===== src/design/pts_pkg.sv =====
package pts_pkg;

   localparam int LINE_BITS   = 24;
   localparam int LENGTH_BITS = 16;
   localparam int MAX_RESULTS = 6;
   localparam int RADIX_TOP   = 36;

   localparam logic [7:0] RADIX_MARK = 8'h23;
   localparam logic [7:0] META_MARK  = 8'h24;
   localparam logic [6:0] NO_DIGIT   = 7'd99;

   localparam logic [3:0] K_IDENT = 4'd0;
   localparam logic [3:0] K_INT   = 4'd1;
   localparam logic [3:0] K_REAL  = 4'd2;
   localparam logic [3:0] K_CHAR  = 4'd3;
   localparam logic [3:0] K_STR   = 4'd4;
   localparam logic [3:0] K_PUNCT = 4'd5;
   localparam logic [3:0] K_META  = 4'd6;
   localparam logic [3:0] K_EOF   = 4'd7;
   localparam logic [3:0] K_ERR   = 4'd8;

   localparam logic [2:0] E_NONE    = 3'd0;
   localparam logic [2:0] E_COMMENT = 3'd1;
   localparam logic [2:0] E_STRING  = 3'd2;
   localparam logic [2:0] E_RADIX   = 3'd3;
   localparam logic [2:0] E_CHAR    = 3'd4;

   localparam logic [4:0] P_NONE   = 5'd0;
   localparam logic [4:0] P_LPAR   = 5'd1;
   localparam logic [4:0] P_RPAR   = 5'd2;
   localparam logic [4:0] P_LBRK   = 5'd3;
   localparam logic [4:0] P_RBRK   = 5'd4;
   localparam logic [4:0] P_COMMA  = 5'd5;
   localparam logic [4:0] P_SEMI   = 5'd6;
   localparam logic [4:0] P_COLON  = 5'd7;
   localparam logic [4:0] P_ASSIGN = 5'd8;
   localparam logic [4:0] P_DOT    = 5'd9;
   localparam logic [4:0] P_RANGE  = 5'd10;
   localparam logic [4:0] P_CARET  = 5'd11;
   localparam logic [4:0] P_PLUS   = 5'd12;
   localparam logic [4:0] P_MINUS  = 5'd13;
   localparam logic [4:0] P_STAR   = 5'd14;
   localparam logic [4:0] P_SLASH  = 5'd15;
   localparam logic [4:0] P_EQ     = 5'd16;
   localparam logic [4:0] P_NE     = 5'd17;
   localparam logic [4:0] P_LT     = 5'd18;
   localparam logic [4:0] P_LE     = 5'd19;
   localparam logic [4:0] P_GT     = 5'd20;
   localparam logic [4:0] P_GE     = 5'd21;

   typedef struct packed {
      logic [7:0] src_byte;
      logic       end_of_source;
   } item_type;

   typedef struct packed {
      logic                   record_kind;
      logic [3:0]             token_kind;
      logic [4:0]             punct_code;
      logic [2:0]             error_code;
      logic signed [63:0]     int_value;
      logic [7:0]             raw_char;
      logic [7:0]             lower_char;
      logic [LINE_BITS-1:0]   line_number;
      logic [LENGTH_BITS-1:0] text_length;
      logic                   last_of_run;
   } res_type;

   function automatic logic is_dig(input logic [7:0] c);
      return (c >= 8'h30) && (c <= 8'h39);
   endfunction

   function automatic logic is_alpha(input logic [7:0] c);
      return ((c >= 8'h61) && (c <= 8'h7A)) || ((c >= 8'h41) && (c <= 8'h5A)) || (c == 8'h5F);
   endfunction

   function automatic logic [7:0] fold(input logic [7:0] c);
      return ((c >= 8'h41) && (c <= 8'h5A)) ? c + 8'd32 : c;
   endfunction

   function automatic logic [6:0] digit_val(input logic [7:0] c);
      logic [6:0] v;
      v = NO_DIGIT;
      if (is_dig(c)) v = 7'(c - 8'h30);
      else if ((c >= 8'h61) && (c <= 8'h7A)) v = 7'(c - 8'h61 + 8'd10);
      else if ((c >= 8'h41) && (c <= 8'h5A)) v = 7'(c - 8'h41 + 8'd10);
      return v;
   endfunction

   function automatic logic [4:0] punct_one(input logic [7:0] c);
      logic [4:0] p;
      case (c)
         8'h28:   p = P_LPAR;
         8'h29:   p = P_RPAR;
         8'h5B:   p = P_LBRK;
         8'h5D:   p = P_RBRK;
         8'h2C:   p = P_COMMA;
         8'h3B:   p = P_SEMI;
         8'h5E:   p = P_CARET;
         8'h2B:   p = P_PLUS;
         8'h2D:   p = P_MINUS;
         8'h2A:   p = P_STAR;
         8'h2F:   p = P_SLASH;
         8'h3D:   p = P_EQ;
         default: p = P_NONE;
      endcase
      return p;
   endfunction

   function automatic res_type mk_text(input logic [7:0] c, input logic [7:0] low,
                                       input logic [LINE_BITS-1:0] line,
                                       input logic [LENGTH_BITS-1:0] len);
      res_type r;
      r = '0;
      r.raw_char    = c;
      r.lower_char  = low;
      r.line_number = line;
      r.text_length = len;
      return r;
   endfunction

   function automatic res_type mk_tok(input logic [3:0] tk, input logic [4:0] pc,
                                      input logic [2:0] ec, input logic [63:0] iv,
                                      input logic [LINE_BITS-1:0] line,
                                      input logic [LENGTH_BITS-1:0] len);
      res_type r;
      r = '0;
      r.record_kind = 1'b1;
      r.token_kind  = tk;
      r.punct_code  = pc;
      r.error_code  = ec;
      r.int_value   = iv;
      r.line_number = line;
      r.text_length = len;
      return r;
   endfunction

endpackage


===== src/design/pts_in_queue.sv =====
module pts_in_queue (
   input  logic              clock,
   input  logic              reset,
   input  logic              push,
   output logic              full,
   input  pts_pkg::item_type din,
   input  logic              pop,
   output logic              empty,
   output pts_pkg::item_type dout
);

   pts_pkg::item_type slot_ff [2];
   logic       wp_ff, wp_in, rp_ff, rp_in;
   logic [1:0] cnt_ff, cnt_in;
   logic       do_push, do_pop;

   assign full    = (cnt_ff == 2'd2);
   assign empty   = (cnt_ff == 2'd0);
   assign dout    = slot_ff[rp_ff];
   assign do_push = push && !full;
   assign do_pop  = pop && !empty;

   always_comb begin
      wp_in  = wp_ff ^ do_push;
      rp_in  = rp_ff ^ do_pop;
      cnt_in = cnt_ff + 2'(do_push) - 2'(do_pop);
   end

   always_ff @(posedge clock) begin
      if (reset) begin
         wp_ff  <= 1'b0;
         rp_ff  <= 1'b0;
         cnt_ff <= 2'd0;
      end else begin
         wp_ff  <= wp_in;
         rp_ff  <= rp_in;
         cnt_ff <= cnt_in;
      end
   end

   always_ff @(posedge clock) begin
      if (do_push) slot_ff[wp_ff] <= din;
   end

endmodule


===== src/design/pts_out_queue.sv =====
module pts_out_queue (
   input  logic             clock,
   input  logic             reset,
   input  logic             push,
   output logic             full,
   input  pts_pkg::res_type din,
   input  logic             pop,
   output logic             empty,
   output pts_pkg::res_type dout
);

   pts_pkg::res_type slot_ff [4];
   logic [1:0] wp_ff, wp_in, rp_ff, rp_in;
   logic [2:0] cnt_ff, cnt_in;
   logic       do_push, do_pop;

   assign full    = (cnt_ff == 3'd4);
   assign empty   = (cnt_ff == 3'd0);
   assign dout    = slot_ff[rp_ff];
   assign do_push = push && !full;
   assign do_pop  = pop && !empty;

   always_comb begin
      wp_in  = wp_ff + 2'(do_push);
      rp_in  = rp_ff + 2'(do_pop);
      cnt_in = cnt_ff + 3'(do_push) - 3'(do_pop);
   end

   always_ff @(posedge clock) begin
      if (reset) begin
         wp_ff  <= 2'd0;
         rp_ff  <= 2'd0;
         cnt_ff <= 3'd0;
      end else begin
         wp_ff  <= wp_in;
         rp_ff  <= rp_in;
         cnt_ff <= cnt_in;
      end
   end

   always_ff @(posedge clock) begin
      if (do_push) slot_ff[wp_ff] <= din;
   end

endmodule


===== src/design/pts_scan_core.sv =====
module pts_scan_core (
   input  logic              clock,
   input  logic              reset,
   input  logic              in_valid,
   input  pts_pkg::item_type in_item,
   output logic              in_take,
   input  logic              out_room,
   output logic              out_push,
   output pts_pkg::res_type  out_res
);

   localparam int LB = pts_pkg::LINE_BITS;
   localparam int NB = pts_pkg::LENGTH_BITS;

   typedef enum logic [3:0] {
      SQ_WAIT = 4'b0001,
      SQ_RUN  = 4'b0010,
      SQ_FIN  = 4'b0100,
      SQ_EOF  = 4'b1000
   } seq_type;

   typedef enum logic [9:0] {
      MD_IDLE  = 10'b0000000001,
      MD_IDENT = 10'b0000000010,
      MD_INT   = 10'b0000000100,
      MD_RADIX = 10'b0000001000,
      MD_FRAC  = 10'b0000010000,
      MD_EXP   = 10'b0000100000,
      MD_ESIGN = 10'b0001000000,
      MD_STR   = 10'b0010000000,
      MD_BRACE = 10'b0100000000,
      MD_PAREN = 10'b1000000000
   } mode_type;

   seq_type          seq_ff, seq_in;
   mode_type         mode_ff, mode_in;
   logic [7:0]       la_ff [3];
   logic [7:0]       la_in [3];
   logic [1:0]       cnt_ff, cnt_in;
   logic [63:0]      accum_ff, accum_in;
   logic [5:0]       radix_ff, radix_in;
   logic [LB-1:0]    line_ff, line_in, tline_ff, tline_in, ltl_ff, ltl_in;
   logic [NB-1:0]    len_ff, len_in;
   logic             first_ff, first_in, meta_ff, meta_in, digit_ff, digit_in;
   logic             halted_ff, halted_in, fin_ff, fin_in;
   logic [2:0]       ocnt_ff, ocnt_in;
   pts_pkg::res_type stg_ff, stg_in;
   logic             stg_v_ff, stg_v_in;

   logic             em, brk, take, stall, do_fail, do_close, do_expo, do_endc, do_body;
   logic [1:0]       drop;
   logic [2:0]       fcode;
   logic [LB-1:0]    tl, line_inc;
   logic [NB-1:0]    len_inc;
   pts_pkg::res_type er;
   logic [7:0]       c, p1, p2;
   logic             have1, have2, d1dig, d2dig;
   logic [67:0]      dec;
   logic [69:0]      rprod;
   logic [6:0]       dv;
   logic [63:0]      base64;
   logic [4:0]       pc;
   logic             two;

   assign c        = la_ff[0];
   assign p1       = la_ff[1];
   assign p2       = la_ff[2];
   assign have1    = cnt_ff > 2'd1;
   assign have2    = cnt_ff > 2'd2;
   assign d1dig    = have1 && pts_pkg::is_dig(p1);
   assign d2dig    = have2 && pts_pkg::is_dig(p2);
   assign line_inc = (&line_ff) ? line_ff : line_ff + 1'b1;
   assign len_inc  = (&len_ff) ? len_ff : len_ff + 1'b1;
   assign dec      = ({4'd0, accum_ff} << 3) + ({4'd0, accum_ff} << 1) + 68'(c - 8'h30);
   assign rprod    = accum_ff * radix_ff;
   assign dv       = pts_pkg::digit_val(c);
   assign base64   = (accum_ff > 64'd63) ? 64'd63 : accum_ff;

   always_comb begin
      seq_in = seq_ff;   mode_in = mode_ff;   la_in = la_ff;     cnt_in = cnt_ff;
      accum_in = accum_ff; radix_in = radix_ff; line_in = line_ff; tline_in = tline_ff;
      ltl_in = ltl_ff;   len_in = len_ff;     first_in = first_ff; meta_in = meta_ff;
      digit_in = digit_ff; halted_in = halted_ff; fin_in = fin_ff; ocnt_in = ocnt_ff;
      stg_in = stg_ff;   stg_v_in = stg_v_ff;
      em = 1'b0; er = '0; brk = 1'b0; take = 1'b0; drop = 2'd0; out_push = 1'b0;
      out_res = stg_ff;
      do_fail = 1'b0; do_close = 1'b0; do_expo = 1'b0; do_endc = 1'b0; do_body = 1'b0;
      fcode = pts_pkg::E_NONE; tl = tline_ff; pc = pts_pkg::P_NONE; two = 1'b0;

      unique case (seq_ff)
         SQ_WAIT: begin
            if (stg_v_ff) begin
               out_push = 1'b1;
               out_res.last_of_run = 1'b1;
               stg_v_in = 1'b0;
            end
            if (in_valid) begin
               take    = 1'b1;
               ocnt_in = 3'd0;
               fin_in  = in_item.end_of_source;
               if (halted_ff) begin
                  seq_in = in_item.end_of_source ? SQ_FIN : SQ_WAIT;
               end else begin
                  la_in[cnt_ff] = in_item.src_byte;
                  cnt_in = cnt_ff + 2'd1;
                  seq_in = SQ_RUN;
               end
            end
         end
         SQ_RUN: begin
            unique case (mode_ff)
               MD_IDENT: begin
                  if (pts_pkg::is_alpha(c) || pts_pkg::is_dig(c)) begin
                     em = 1'b1; er = pts_pkg::mk_text(c, pts_pkg::fold(c), tline_ff, len_inc);
                     len_in = len_inc; drop = 2'd1;
                  end else begin
                     em = 1'b1; er = pts_pkg::mk_tok(pts_pkg::K_IDENT, pts_pkg::P_NONE,
                        pts_pkg::E_NONE, 64'd0, tline_ff, len_ff);
                     ltl_in = tline_ff; mode_in = MD_IDLE;
                  end
               end
               MD_INT: begin
                  if (pts_pkg::is_dig(c)) begin
                     accum_in = (|dec[67:64]) ? '1 : dec[63:0];
                     em = 1'b1; er = pts_pkg::mk_text(c, c, tline_ff, len_inc);
                     len_in = len_inc; drop = 2'd1;
                  end else if (c == pts_pkg::RADIX_MARK) begin
                     radix_in = base64[5:0];
                     if (base64 < 64'd2 || base64 > 64'(pts_pkg::RADIX_TOP)) begin
                        do_fail = 1'b1; fcode = pts_pkg::E_RADIX;
                     end else begin
                        em = 1'b1; er = pts_pkg::mk_text(c, c, tline_ff, len_inc);
                        len_in = len_inc; drop = 2'd1; accum_in = '0;
                        first_in = 1'b0; meta_in = 1'b0; digit_in = 1'b0; mode_in = MD_RADIX;
                     end
                  end else if (c == 8'h2E) begin
                     if (!have1 && !fin_ff) brk = 1'b1;
                     else if (d1dig) begin
                        em = 1'b1; er = pts_pkg::mk_text(c, c, tline_ff, len_inc);
                        len_in = len_inc; drop = 2'd1; mode_in = MD_FRAC;
                     end else do_close = 1'b1;
                  end else if (c == 8'h65 || c == 8'h45) do_expo = 1'b1;
                  else do_close = 1'b1;
               end
               MD_FRAC: begin
                  if (pts_pkg::is_dig(c)) begin
                     em = 1'b1; er = pts_pkg::mk_text(c, c, tline_ff, len_inc);
                     len_in = len_inc; drop = 2'd1;
                  end else if (c == 8'h65 || c == 8'h45) do_expo = 1'b1;
                  else do_close = 1'b1;
               end
               MD_EXP: begin
                  if (pts_pkg::is_dig(c)) begin
                     em = 1'b1; er = pts_pkg::mk_text(c, c, tline_ff, len_inc);
                     len_in = len_inc; drop = 2'd1;
                  end else do_close = 1'b1;
               end
               MD_ESIGN: begin
                  em = 1'b1; er = pts_pkg::mk_text(c, c, tline_ff, len_inc);
                  len_in = len_inc; drop = 2'd1; mode_in = MD_EXP;
               end
               MD_RADIX: begin
                  if (dv < {1'b0, radix_ff}) begin
                     accum_in = rprod[63:0] + 64'(dv);
                     digit_in = 1'b1;
                     em = 1'b1; er = pts_pkg::mk_text(c, c, tline_ff, len_inc);
                     len_in = len_inc; drop = 2'd1;
                  end else if (digit_ff) begin
                     first_in = 1'b0; meta_in = 1'b0; digit_in = 1'b0; do_close = 1'b1;
                  end else begin
                     do_fail = 1'b1; fcode = pts_pkg::E_RADIX;
                  end
               end
               MD_STR: begin
                  if (c == 8'h0A) begin
                     do_fail = 1'b1; fcode = pts_pkg::E_STRING;
                  end else if (c == 8'h27) begin
                     if (!have1 && !fin_ff) brk = 1'b1;
                     else if (have1 && p1 == 8'h27) begin
                        em = 1'b1; er = pts_pkg::mk_text(c, c, tline_ff, len_inc);
                        len_in = len_inc; accum_in = 64'(c); drop = 2'd2;
                     end else begin
                        drop = 2'd1; em = 1'b1; ltl_in = tline_ff; mode_in = MD_IDLE;
                        if (len_ff == NB'(1))
                           er = pts_pkg::mk_tok(pts_pkg::K_CHAR, pts_pkg::P_NONE,
                              pts_pkg::E_NONE, accum_ff, tline_ff, len_ff);
                        else
                           er = pts_pkg::mk_tok(pts_pkg::K_STR, pts_pkg::P_NONE,
                              pts_pkg::E_NONE, 64'd0, tline_ff, len_ff);
                     end
                  end else begin
                     em = 1'b1; er = pts_pkg::mk_text(c, c, tline_ff, len_inc);
                     len_in = len_inc; accum_in = 64'(c); drop = 2'd1;
                  end
               end
               MD_BRACE: begin
                  if (c == 8'h7D) begin
                     drop = 2'd1; do_endc = 1'b1;
                  end else do_body = 1'b1;
               end
               MD_PAREN: begin
                  if (c == 8'h2A && !have1 && !fin_ff) brk = 1'b1;
                  else if (c == 8'h2A && have1 && p1 == 8'h29) begin
                     drop = 2'd2; do_endc = 1'b1;
                  end else do_body = 1'b1;
               end
               default: begin
                  if (c == 8'h0A) begin
                     line_in = line_inc; drop = 2'd1;
                  end else if (c == 8'h20 || (c >= 8'd9 && c <= 8'd13)) begin
                     drop = 2'd1;
                  end else if (c == 8'h7B) begin
                     tline_in = line_ff; mode_in = MD_BRACE;
                     first_in = 1'b1; meta_in = 1'b0; digit_in = 1'b0; drop = 2'd1;
                  end else if (c == 8'h28 && !have1 && !fin_ff) begin
                     brk = 1'b1;
                  end else if (c == 8'h28 && have1 && p1 == 8'h2A) begin
                     tline_in = line_ff; mode_in = MD_PAREN;
                     first_in = 1'b1; meta_in = 1'b0; digit_in = 1'b0; drop = 2'd2;
                  end else if (pts_pkg::is_alpha(c) || pts_pkg::is_dig(c) || c == 8'h27) begin
                     tline_in = line_ff; len_in = '0; accum_in = '0;
                     if (pts_pkg::is_alpha(c)) mode_in = MD_IDENT;
                     else if (pts_pkg::is_dig(c)) mode_in = MD_INT;
                     else begin
                        mode_in = MD_STR; drop = 2'd1;
                     end
                  end else if ((c == 8'h3A || c == 8'h2E || c == 8'h3C || c == 8'h3E)
                               && !have1 && !fin_ff) begin
                     brk = 1'b1;
                  end else begin
                     pc = pts_pkg::punct_one(c);
                     if (c == 8'h3A) begin
                        two = have1 && p1 == 8'h3D;
                        pc  = two ? pts_pkg::P_ASSIGN : pts_pkg::P_COLON;
                     end else if (c == 8'h2E) begin
                        two = have1 && p1 == 8'h2E;
                        pc  = two ? pts_pkg::P_RANGE : pts_pkg::P_DOT;
                     end else if (c == 8'h3C) begin
                        two = have1 && (p1 == 8'h3E || p1 == 8'h3D);
                        pc  = !two ? pts_pkg::P_LT :
                              (p1 == 8'h3E) ? pts_pkg::P_NE : pts_pkg::P_LE;
                     end else if (c == 8'h3E) begin
                        two = have1 && p1 == 8'h3D;
                        pc  = two ? pts_pkg::P_GE : pts_pkg::P_GT;
                     end
                     tline_in = line_ff; tl = line_ff;
                     if (pc == pts_pkg::P_NONE) begin
                        do_fail = 1'b1; fcode = pts_pkg::E_CHAR;
                     end else begin
                        em = 1'b1; er = pts_pkg::mk_tok(pts_pkg::K_PUNCT, pc,
                           pts_pkg::E_NONE, 64'd0, line_ff, '0);
                        ltl_in = line_ff; mode_in = MD_IDLE;
                        drop = two ? 2'd2 : 2'd1;
                     end
                  end
               end
            endcase

            // An exponent letter is taken only when a digit, or a sign and a digit, follow.
            if (do_expo) begin
               if (!have1 && !fin_ff) brk = 1'b1;
               else if (d1dig) begin
                  em = 1'b1; er = pts_pkg::mk_text(c, c, tline_ff, len_inc);
                  len_in = len_inc; drop = 2'd1; mode_in = MD_EXP;
               end else if (have1 && (p1 == 8'h2B || p1 == 8'h2D)) begin
                  if (!have2 && !fin_ff) brk = 1'b1;
                  else if (d2dig) begin
                     em = 1'b1; er = pts_pkg::mk_text(c, c, tline_ff, len_inc);
                     len_in = len_inc; drop = 2'd1; mode_in = MD_ESIGN;
                  end else do_close = 1'b1;
               end else do_close = 1'b1;
            end
            if (do_endc) begin
               if (meta_ff) begin
                  em = 1'b1; er = pts_pkg::mk_tok(pts_pkg::K_META, pts_pkg::P_NONE,
                     pts_pkg::E_NONE, 64'd0, tline_ff, '0);
                  ltl_in = tline_ff;
               end
               first_in = 1'b0; meta_in = 1'b0; digit_in = 1'b0; mode_in = MD_IDLE;
            end
            if (do_body) begin
               if (first_ff && c == pts_pkg::META_MARK) meta_in = 1'b1;
               first_in = 1'b0;
               if (c == 8'h0A) line_in = line_inc;
               drop = 2'd1;
            end
            if (drop == 2'd1) begin
               la_in[0] = la_ff[1]; la_in[1] = la_ff[2]; la_in[2] = 8'd0;
               cnt_in = cnt_ff - 2'd1;
            end else if (drop == 2'd2) begin
               la_in[0] = la_ff[2]; la_in[1] = 8'd0; la_in[2] = 8'd0;
               cnt_in = cnt_ff - 2'd2;
            end
         end
         SQ_FIN: begin
            seq_in = SQ_EOF;
            if (!halted_ff) begin
               unique case (mode_ff)
                  MD_IDENT: begin
                     em = 1'b1; er = pts_pkg::mk_tok(pts_pkg::K_IDENT, pts_pkg::P_NONE,
                        pts_pkg::E_NONE, 64'd0, tline_ff, len_ff);
                     ltl_in = tline_ff;
                  end
                  MD_INT, MD_FRAC, MD_EXP, MD_ESIGN: do_close = 1'b1;
                  MD_RADIX: begin
                     if (digit_ff) do_close = 1'b1;
                     else begin
                        do_fail = 1'b1; fcode = pts_pkg::E_RADIX;
                     end
                  end
                  MD_STR: begin
                     do_fail = 1'b1; fcode = pts_pkg::E_STRING;
                  end
                  MD_BRACE, MD_PAREN: begin
                     do_fail = 1'b1; fcode = pts_pkg::E_COMMENT;
                  end
                  default: ;
               endcase
            end
         end
         SQ_EOF: begin
            em = 1'b1; er = pts_pkg::mk_tok(pts_pkg::K_EOF, pts_pkg::P_NONE,
               pts_pkg::E_NONE, 64'd0, ltl_ff, '0);
            seq_in = SQ_WAIT; mode_in = MD_IDLE;
            la_in[0] = 8'd0; la_in[1] = 8'd0; la_in[2] = 8'd0; cnt_in = 2'd0;
            accum_in = '0; radix_in = '0; line_in = LB'(1); tline_in = LB'(1);
            ltl_in = LB'(1); len_in = '0; first_in = 1'b0; meta_in = 1'b0;
            digit_in = 1'b0; halted_in = 1'b0;
         end
         default: seq_in = SQ_WAIT;
      endcase

      if (do_close) begin
         em = 1'b1; ltl_in = tline_ff; mode_in = MD_IDLE;
         if (mode_ff == MD_FRAC || mode_ff == MD_EXP)
            er = pts_pkg::mk_tok(pts_pkg::K_REAL, pts_pkg::P_NONE, pts_pkg::E_NONE,
               64'd0, tline_ff, len_ff);
         else
            er = pts_pkg::mk_tok(pts_pkg::K_INT, pts_pkg::P_NONE, pts_pkg::E_NONE,
               accum_ff, tline_ff, len_ff);
      end
      if (do_fail) begin
         em = 1'b1; er = pts_pkg::mk_tok(pts_pkg::K_ERR, pts_pkg::P_NONE, fcode,
            64'd0, tl, '0);
         ltl_in = tl; halted_in = 1'b1; mode_in = MD_IDLE; cnt_in = 2'd0;
         la_in[0] = 8'd0; la_in[1] = 8'd0; la_in[2] = 8'd0;
      end

      if (seq_ff == SQ_RUN) begin
         if (brk || halted_in || cnt_in == 2'd0) seq_in = fin_ff ? SQ_FIN : SQ_WAIT;
      end

      // The newest result waits in a holding stage until it is known whether it ends the run.
      if (em && ocnt_ff < 3'(pts_pkg::MAX_RESULTS)) begin
         if (stg_v_ff) out_push = 1'b1;
         stg_in   = er;
         stg_v_in = 1'b1;
         ocnt_in  = ocnt_ff + 3'd1;
      end

      stall   = out_push && !out_room;
      in_take = take && !stall;
   end

   always_ff @(posedge clock) begin
      if (reset) begin
         seq_ff    <= SQ_WAIT;
         mode_ff   <= MD_IDLE;
         cnt_ff    <= 2'd0;
         line_ff   <= LB'(1);
         tline_ff  <= LB'(1);
         ltl_ff    <= LB'(1);
         len_ff    <= '0;
         accum_ff  <= '0;
         radix_ff  <= '0;
         first_ff  <= 1'b0;
         meta_ff   <= 1'b0;
         digit_ff  <= 1'b0;
         halted_ff <= 1'b0;
         fin_ff    <= 1'b0;
         ocnt_ff   <= 3'd0;
         stg_v_ff  <= 1'b0;
         la_ff[0]  <= 8'd0;
         la_ff[1]  <= 8'd0;
         la_ff[2]  <= 8'd0;
      end else if (!stall) begin
         seq_ff    <= seq_in;
         mode_ff   <= mode_in;
         cnt_ff    <= cnt_in;
         line_ff   <= line_in;
         tline_ff  <= tline_in;
         ltl_ff    <= ltl_in;
         len_ff    <= len_in;
         accum_ff  <= accum_in;
         radix_ff  <= radix_in;
         first_ff  <= first_in;
         meta_ff   <= meta_in;
         digit_ff  <= digit_in;
         halted_ff <= halted_in;
         fin_ff    <= fin_in;
         ocnt_ff   <= ocnt_in;
         stg_v_ff  <= stg_v_in;
         la_ff     <= la_in;
      end
   end

   always_ff @(posedge clock) begin
      if (!stall) stg_ff <= stg_in;
   end

endmodule


===== src/design/pascal_token_scanner.sv =====
// Pascal token scanner. Source bytes enter through a two-entry queue (req_push while
// req_full is low), the last byte of a source marked by req_end_of_source. Each byte
// yields a run of up to six result transactions, read from a four-entry result queue
// with rsp_pop while rsp_empty is low; rsp_last_of_run marks the final transaction
// caused by a byte. A byte is first taken up, then triggers its scanning steps,
// typically one or two; a byte that ends a source then passes a closing step for the
// closing token and a step for the end-of-file transaction. The single scanning
// sequencer in the back end runs these steps; it holds when a result meets a full queue.
module pascal_token_scanner (
   input  logic                                clock,
   input  logic                                reset,
   input  logic                                req_push,
   output logic                                req_full,
   input  logic [7:0]                          req_src_byte,
   input  logic                                req_end_of_source,
   output logic                                rsp_empty,
   input  logic                                rsp_pop,
   output logic                                rsp_record_kind,
   output logic [3:0]                          rsp_token_kind,
   output logic [4:0]                          rsp_punct_code,
   output logic [2:0]                          rsp_error_code,
   output logic signed [63:0]                  rsp_int_value,
   output logic [7:0]                          rsp_raw_char,
   output logic [7:0]                          rsp_lower_char,
   output logic [pts_pkg::LINE_BITS-1:0]       rsp_line_number,
   output logic [pts_pkg::LENGTH_BITS-1:0]     rsp_text_length,
   output logic                                rsp_last_of_run
);

   pts_pkg::item_type in_din, in_dout;
   pts_pkg::res_type  core_res, out_dout;
   logic              in_empty, in_take, out_full, out_push;

   // The front queue takes source bytes while the scanner is busy with earlier ones.
   assign in_din.src_byte      = req_src_byte;
   assign in_din.end_of_source = req_end_of_source;

   pts_in_queue u_in (
      .clock (clock),
      .reset (reset),
      .push  (req_push),
      .full  (req_full),
      .din   (in_din),
      .pop   (in_take),
      .empty (in_empty),
      .dout  (in_dout)
   );

   pts_scan_core u_core (
      .clock    (clock),
      .reset    (reset),
      .in_valid (!in_empty),
      .in_item  (in_dout),
      .in_take  (in_take),
      .out_room (!out_full),
      .out_push (out_push),
      .out_res  (core_res)
   );

   // The result queue lets the scanner carry on while a consumer is slow.
   pts_out_queue u_out (
      .clock (clock),
      .reset (reset),
      .push  (out_push),
      .full  (out_full),
      .din   (core_res),
      .pop   (rsp_pop),
      .empty (rsp_empty),
      .dout  (out_dout)
   );

   assign rsp_record_kind = out_dout.record_kind;
   assign rsp_token_kind  = out_dout.token_kind;
   assign rsp_punct_code  = out_dout.punct_code;
   assign rsp_error_code  = out_dout.error_code;
   assign rsp_int_value   = out_dout.int_value;
   assign rsp_raw_char    = out_dout.raw_char;
   assign rsp_lower_char  = out_dout.lower_char;
   assign rsp_line_number = out_dout.line_number;
   assign rsp_text_length = out_dout.text_length;
   assign rsp_last_of_run = out_dout.last_of_run;

endmodule

===== config.mk =====
export PLATFORM = sky130hd
export DESIGN_NAME = pascal_token_scanner
export DESIGN_NICKNAME = d
export VERILOG_FILES = /design/src/design/pts_pkg.sv /design/src/design/pts_in_queue.sv /design/src/design/pts_out_queue.sv /design/src/design/pts_scan_core.sv /design/src/design/pascal_token_scanner.sv
export SDC_FILE = /design/constraint.sdc
export NUM_CORES = 2
export LEC_CHECK = 0
export ABC_AREA = 1
export BUFFER_PORTS_ARGS = -buffer_cell sky130_fd_sc_hd__buf_4
export CAP_MARGIN = 0
export CORE_MARGIN = 4
export CORE_UTILIZATION = 45
export CTS_CLUSTER_DIAMETER = 200
export DETAILED_ROUTE_END_ITERATION = 8
export HOLD_SLACK_MARGIN = 0.03
export SETUP_SLACK_MARGIN = 0.15
export SLEW_MARGIN = 5
export SYNTH_ARGS = -nofsm -noshare
export SYNTH_HDL_FRONTEND = slang
export SYNTH_HIERARCHICAL = 1
export SYNTH_SLANG_ARGS = --single-unit

===== constraint.sdc =====
create_clock -name clock -period 36.9 [get_ports clock]
set_clock_uncertainty 0.15 [all_clocks]
set_input_delay 0 -clock clock [delete_from_list [all_inputs] [get_ports clock]]
set_output_delay 0 -clock clock [all_outputs]
set_load 0.01 [all_outputs]

After elaboration in Yosys (flattened, before gate mapping)
Memories as Yosys holds them, arrays and structs flattened. A register that Yosys moved wholly into a read port is not among the register bits.
Index checks and enable logic that the tools add are counted.
Operators by class
  multipliers: 1
  reduce and logical (&&, ||, !) cells: 93
  $add $sub $neg: 22
  order comparisons: 21
  equality and inequality tests: 96
  multiplexer cells: 442
  bitwise logic cells: 5
Operator list (count)
  two-way mux 134 bit: 28
  two-way mux 24 bit: 45
  two-way mux 64 bit: 16
  one-hot mux 134 bit (7 select lines): 1
  two-way mux 16 bit: 26
  one-hot mux 134 bit (3 select lines): 1
  two-way mux 10 bit: 29
  one-hot mux 64 bit (4 select lines): 1
  two-way mux 57 bit: 4
  one-hot mux 24 bit (3 select lines): 3
  == test 8 x 6 -> 1 bit, second input constant: 25
  two-way mux 1 bit: 166
  two-way mux 132 bit: 1
  two-way mux 131 bit: 1
  greater-than comparator 64 x 6 -> 1 bit, second input constant: 2
  one-hot mux 64 bit (2 select lines): 1
  two-way mux 124 bit: 1
  one-hot mux 16 bit (7 select lines): 1
  one-hot mux 24 bit (2 select lines): 2
  two-way mux 2 bit: 39
  two-way mux 5 bit: 14
  adder 67 x 65 -> 68 bit: 1
  adder 68 bit: 1
  adder 64 x 7 -> 64 bit: 1
  other kinds (113): 270
Storage, ports and cells
  RAM bits: 554
  input port bits: 13
  register bits: 352
  memories kept: 2
  logic and storage cells: 717
  output and inout port bits: 136
Memories
  u_out.slot_ff: words 4, bits a word 134, read ports 1, clocked after Yosys merged registers in 1, wr ports 1, RTL line pts_out_queue.sv:12  | pts_pkg::res_type slot_ff [4];
  u_in.slot_ff: words 2, bits a word 9, read ports 1, clocked after Yosys merged registers in 1, wr ports 1, RTL line pts_in_queue.sv:12  | pts_pkg::item_type slot_ff [2];

Longest topological paths before layout
  depth in word-level cells: 45
  mapped depth: 36

Cells and area by module
The synthesis kept the hierarchy.
Modules (own cells, without submodules)
  pts_scan_core: cells an instance 6674, area each 43944.6 um^2, times used 1
  pts_out_queue: cells an instance 1346, area each 20221.9 um^2, times used 1
  pts_in_queue: cells an instance 63, area each 922.1 um^2, times used 1
  pascal_token_scanner: cells an instance 2, area each 7.5 um^2, times used 1

Least setup slack after synthesis
No wires, ideal clock.
  path kind: register -> register
  start point: register u_core.la_ff (netlist bit u_core/c[0])
  end point: memory u_out/slot_ff[0][0] (netlist name), enable pin
  data arrival time: 12.605 ns
  data required time: 35.957 ns
  setup time: 0.793 ns
  clock period less this slack: 13.547 ns
  stages on the path, launching flop included: 29
  slack: 23.353 ns
  path through: dfxtp_1 clkbuf_1 inv_1 ha_1 nand2_1 nand4_1 nand2_4 inv_2 clkbuf_1 clkbuf_1 o21ai_0 o21ai_0 nor2_1 ha_1 a21oi_1 o211ai_1 clkinv_1 nand3_2 nand3_4 nor2_2 nor2_2 nor2_1 nand2_2 nand2_4 nand2_4 inv_1 nor2_1 o21ai_2 nor3_1
Between the ends
  cells in the longest elaborated chain, start to end: 41
  elaborated cells between the ends (all ways): 153
  those cells by class: 5 x add/sub; 9 x order compare; 25 x eq/ne; 88 x mux; 26 x reduce/logical
Ends and longest elaborated chain
  start: declaration: RTL line pts_scan_core.sv:37  | logic [7:0] la_ff [3];
  start signal: assignment: RTL line pts_scan_core.sv:403  | la_ff <= la_in;
  == test 8 x 6 -> 1 bit, or another cell as far along: RTL line pts_pkg.sv:92  | case (c)
  one-hot mux 5 bit (12 select lines): RTL line pts_pkg.sv:92
  two-way mux 5 bit: RTL line pts_scan_core.sv:242  | end else if (c == 8'h3E) begin
  two-way mux 5 bit: RTL line pts_scan_core.sv:238  | end else if (c == 8'h3C) begin
  two-way mux 5 bit: RTL line pts_scan_core.sv:235  | end else if (c == 8'h2E) begin
  two-way mux 5 bit: RTL line pts_scan_core.sv:232  | if (c == 8'h3A) begin
  two-way mux 5 bit: RTL line pts_scan_core.sv:227  | end else if ((c == 8'h3A || c == 8'h2E || c == 8'h3C || c == 8'h3E)
  two-way mux 5 bit: RTL line pts_scan_core.sv:220  | end else if (pts_pkg::is_alpha(c) || pts_pkg::is_dig(c) || c == 8'h27) begin
  [... 26 more ...]
  two-way mux 1 bit: RTL line pts_scan_core.sv:333  | if (do_close) begin
  two-way mux 1 bit (*): RTL line pts_scan_core.sv:342  | if (do_fail) begin
  logical AND 1 bit (*): RTL line pts_scan_core.sv:354  | if (em && ocnt_ff < 3'(pts_pkg::MAX_RESULTS)) begin
  two-way mux 1 bit (*): RTL line pts_scan_core.sv:354
  net out_push: RTL line pascal_token_scanner.sv:32  | logic in_empty, in_take, out_full, out_push;
  logical AND 1 bit (*): RTL line pts_out_queue.sv:20  | assign do_push = push && !full;
  two-way mux 1 bit (*): RTL line pts_out_queue.sv:42  | if (do_push) slot_ff[wp_ff] <= din;
  two-way mux 1 bit (not written as such) (*): RTL line pts_out_queue.sv:42
  end: declaration: RTL line pts_out_queue.sv:12
Mark *: on every way through the listed nets, which the timed path passes. The rest lies on a longest branch. The select of a mux whose other input is x is not followed.

Worst setup path in the final report
  start point: register u_core.la_ff (netlist bit u_core/c[0])
  end point: memory u_out/slot_ff[0][99] (netlist name), enable pin
Same word-level chain as after synthesis.

==> results.md <==
- The worst-case reg-to-reg path depth is 29.
- The compound-gate portion of the synthesized area came to 0.170.
- The number of failing setup endpoints in the final timing report is 0.
- The final estimated routing congestion in global placement is 1.01.
- The initial utilization of the core area, before any placement, comes to 0.453.
- The number of buffer and inverter stages on the critical path is 7.
- The synthesized-area fraction occupied by adder cells is 0.138.
- The fraction of the mapped netlist area in simple logic gates is 0.205.
- The worst setup path is captured at a flip-flop.
- The final hold violation count came to 0.
- The total number of vias is roughly 59000.
- The leftover overflow at the end of global routing is 0.
- After synthesis, the netlist uses 78 different library cells.
- The buffer levels on the longest clock path is 3.
- The path type of the worst setup path is reg -> reg.
- For this block, the initial DRC count from the detailed router was 6899.
- The cell type with the largest total area after synthesis is sky130_fd_sc_hd__edfxtp_1.
- The first-pass detailed-route iteration total is 9.
- The final-layout fill cell count is between 10000 and 15000.
- In this design, the critical path's most frequently occurring cell is sky130_fd_sc_hd__nand2_1.
- The post-route minimum period is 7.84 ns.
- Final hold analysis gives a worst-case slack of about 0.11 ns.
- VDD sags by at most 0.0423 mV.
- The number of nets handed over by synthesis was around 8600.
- The leakage power of the design is approximately 29 nW.
- The count of cells resized by post-cts repair is 0.
- The number of stages on the worst hold path is 6.
- Across the run, the number of max-cap violations was 0.
- The proportion of netlist area held by the largest area contributor is 0.315.
- At the worst endpoint, the required time is roughly 37 ns.
- The count of final max-slew check failures is 0.
- The leading register cell type out of synthesis is sky130_fd_sc_hd__edfxtp_1.
- The portion of the post-synthesis area used by sequential elements is 0.382.
- The residual DRC count is 0.
- The most common cell in the netlist is sky130_fd_sc_hd__nand2_1.
- The synthesized area per cell is roughly 8.1 sq um.
- The nature of the critical path startpoint is a flip-flop.
- The total power is between 3 and 4 mW.
- The clock latency of the later-clocked register in the worst-skew pair is 0.76 ns.
- The setup TNS after final layout is 0 ns.
- Compared with the post-synthesis result, the final layout area differs by 8.83%.
- Of the available clock period, the critical path in the final layout requires 0.213.
- In this run the count of I/O pins placed on the die edge is about 150.
- Sorting the synthesized cells by area gives the leading types as sky130_fd_sc_hd__edfxtp_1 (31%), sky130_fd_sc_hd__fa_1 (9.4%), sky130_fd_sc_hd__nand2_1 (8.8%).
- The number of vias per cell is just under 6.
- The total power per unit cell area is 54.9 nW/um^2.
- The number of enable-type register cells in the synthesized netlist is about 700.
- The count of nets left with antenna violations after detail routing is 0.
- In this design, the stage delay of the slowest critical-path cell is 0.86 ns.
- In this run the critical register-to-register path is captured at u_out/slot_ff[0][99].
- The first global-routing pass estimated between 300000 and 400000 um of wire.
- The number of global-route vias before repair is 56258.
- The count of buffers inserted at the top-level ports is 148.
- Summing every instance area after synthesis gives roughly 65000 sq um.
- The net count of the finished layout is between 8000 and 9000.
- After synthesis, the share of cell area in mux cells is 0.00402.
- The die footprint is 151000 sq um.
- The core region area is around 140000 sq um.
- TritonCTS built the clock tree.
- The family with the most delay on the worst path is simple AND/OR/NAND/NOR gates.
- The share of flip-flops with an asynchronous set or reset after synthesis is 0.
- The xor/xnor share of the synthesized area is 0.0144.
- The fraction of final layout cells with drive strength greater than 1 is 0.0701.
- The tightest min-delay check is of the in -> reg type.
- CTS built an H-tree with a depth of 3.
- The half-perimeter wire length of the detailed placement result is around 160000 um.
- CTS saw 900 sinks.
- The endpoint of the worst hold path is u_in/wp_ff.
- The pin count of the biggest net entering global routing is approximately 210.
- The dominant combinational cell family by area after synthesis is simple AND/OR/NAND/NOR gates.
- In the final routed layout, each cell accounts on average for about 22 um.
- Among all stages on the critical path, the largest delay is contributed by sky130_fd_sc_hd__buf_4.
- The worst register-to-register path has a setup slack of 29.06 ns.
- The commonest cells after synthesis are sky130_fd_sc_hd__nand2_1 (1528), sky130_fd_sc_hd__nor2_1 (963), sky130_fd_sc_hd__inv_1 (907).
- Synthesis handed over a netlist of 8085 instances.
- Of all nets on the critical path, the largest fanout is 65.
- The arrival time reported for the critical path endpoint is between 8 and 9 ns.
- After clock tree synthesis, the clock-pin slew on the worst setup and hold paths is 0.06 ns.
- The worst slew slack as a fraction of its limit is 0.130.
- The slew at the pin with the worst max-slew slack is ~1.3 ns.
- The die width is a little under 400 um.
- The number of warnings issued by yosys is 6.
- The worst register-to-register path begins at u_core/c[0].
- Summed over all layers, the routed wires come to approximately 220000 um.
- The initial antenna violation count is 16.
- Row generation in the floorplan step produced around 140 rows.
- The root buffer cell is sky130_fd_sc_hd__clkbuf_16.
- Derived from the worst setup path, the maximum achievable clock frequency is approximately 0.13 GHz.
- The utilization after layout is 0.493.
- In the global route stage, overall resource usage came out at 0.292.
- Clock tree synthesis inserted a total of 100 buffers.
- Setup repair after global routing left no endpoint under its margin.
- The hold path startpoint is req_push.
- The run finished with clean final reports.
- The flip-flop and latch count after synthesis is 900.
- The die span in y is 388 um.
## metal layers
layer  routed length [um]  share of wire  track usage  vias to the layer above
met1               103000           0.46        0.438                    28323
met3                24200           0.11       0.0726                      451
met5                   45        0.00020            0                        -
li1                     -              -            -                    27214
met2                91400           0.41        0.414                     2929
met4                 6260          0.028       0.0849                        6
## power by group
| group | total (mW) | switching (mW) | internal [mW] |
|---|---|---|---|
| sequential | 1.27 | 0.110 | 1.16 |
| clock | 1.02 | 0.444 | 0.574 |
| combinational | 1.60 | 1.10 | 0.496 |
| total | 3.89 | 1.66 | 2.23 |
## tightest hold or removal path, stage by stage
cell and delay [ns]:
sky130_fd_sc_hd__dlygate4sd3_1 0.52, sky130_fd_sc_hd__buf_4 0.10, sky130_fd_sc_hd__o21ai_1 0.07, sky130_fd_sc_hd__inv_1 0.08, sky130_fd_sc_hd__ha_1 0.12, sky130_fd_sc_hd__nor2_1 0.04
## kinds of logic after synthesis
| logic type | count (synthesis) |
|---|---|
| buf+inv | 1392 |
| xor+xnor | 107 |
| simple gates | 3169 |
| fa+ha+maj | 533 |
| mux | 22 |
| flops | 900 |
| compound gates | 1962 |
## layout by cell type, fill, tap and decap left out, drive strengths merged, types with 76 or more instances in the layout
cell,count
a21oi,587
a31oi,86
buf,223
clkbuf,118
dfxtp,218
edfxtp,682
fa,305
ha,228
inv,949
nand2,1548
nand3,286
nand4,80
nor2,993
nor3,152
o211ai,88
o21ai,824
o22ai,170
xor2,76
## through the flow
step	area [sq um]	cells	worst slack, ns
after floorplan	65100	8085	23.35
after global placement	67200	9782	29.04
after detailed placement	67200	9782	29.04
after CTS	70800	9993	29.04
after global routing	70800	9993	28.39
final	70800	9999	29.06
## final cells by class
cell class | instances | area (sq um) | share of cell area
clock buffer | 118 | 2590 | 0.0366
inverter | 963 | 3640 | 0.0513
sequential | 900 | 24900 | 0.351
antenna | 6 | 15.0 | 0.000212
clock inverter | 70 | 776 | 0.0110
multi-input combinational | 5793 | 34600 | 0.489
timing repair buffer | 246 | 1950 | 0.0276
tap | 1903 | 2380 | 0.0336
## worst max path at each step
stage	start	to	slack, ns	depth (start not counted)
floorplan	u_core/c[0]	u_out/slot_ff[0][0]	23.35	28
global placement	u_core/c[0]	u_out/slot_ff[0][94]	29.04	29
detailed placement	u_core/c[0]	u_out/slot_ff[0][96]	29.04	29
CTS	u_core/c[0]	u_out/slot_ff[0][103]	29.04	29
global route	u_core/c[0]	u_out/slot_ff[0][100]	28.39	29
finish	u_core/c[0]	u_out/slot_ff[0][99]	29.06	29
## state kept, by name (all words and copies together) (netlist names), 3 cells and up
signal           count
u_out/slot_ff      536
u_core/out_res     128
u_core/accum_ff     64
u_core/line_ff      24
u_core/ltl_ff       24
u_core/tline_ff     24
u_in/slot_ff        18
u_core/len_ff       16
u_core/mode_ff      10
u_core/c             8
u_core/p1            8
u_core/p2            8
u_core/radix_ff      6
u_core/seq_ff        4
u_core/ocnt_ff       3
u_out/cnt_ff         3
## repair_timing
action	4_1_cts	5_1_grt
buffers inserted	0	0
hold buffers	23	0
endpoints found under the hold margin	175	0
Power figures use the tool's default switching activity.
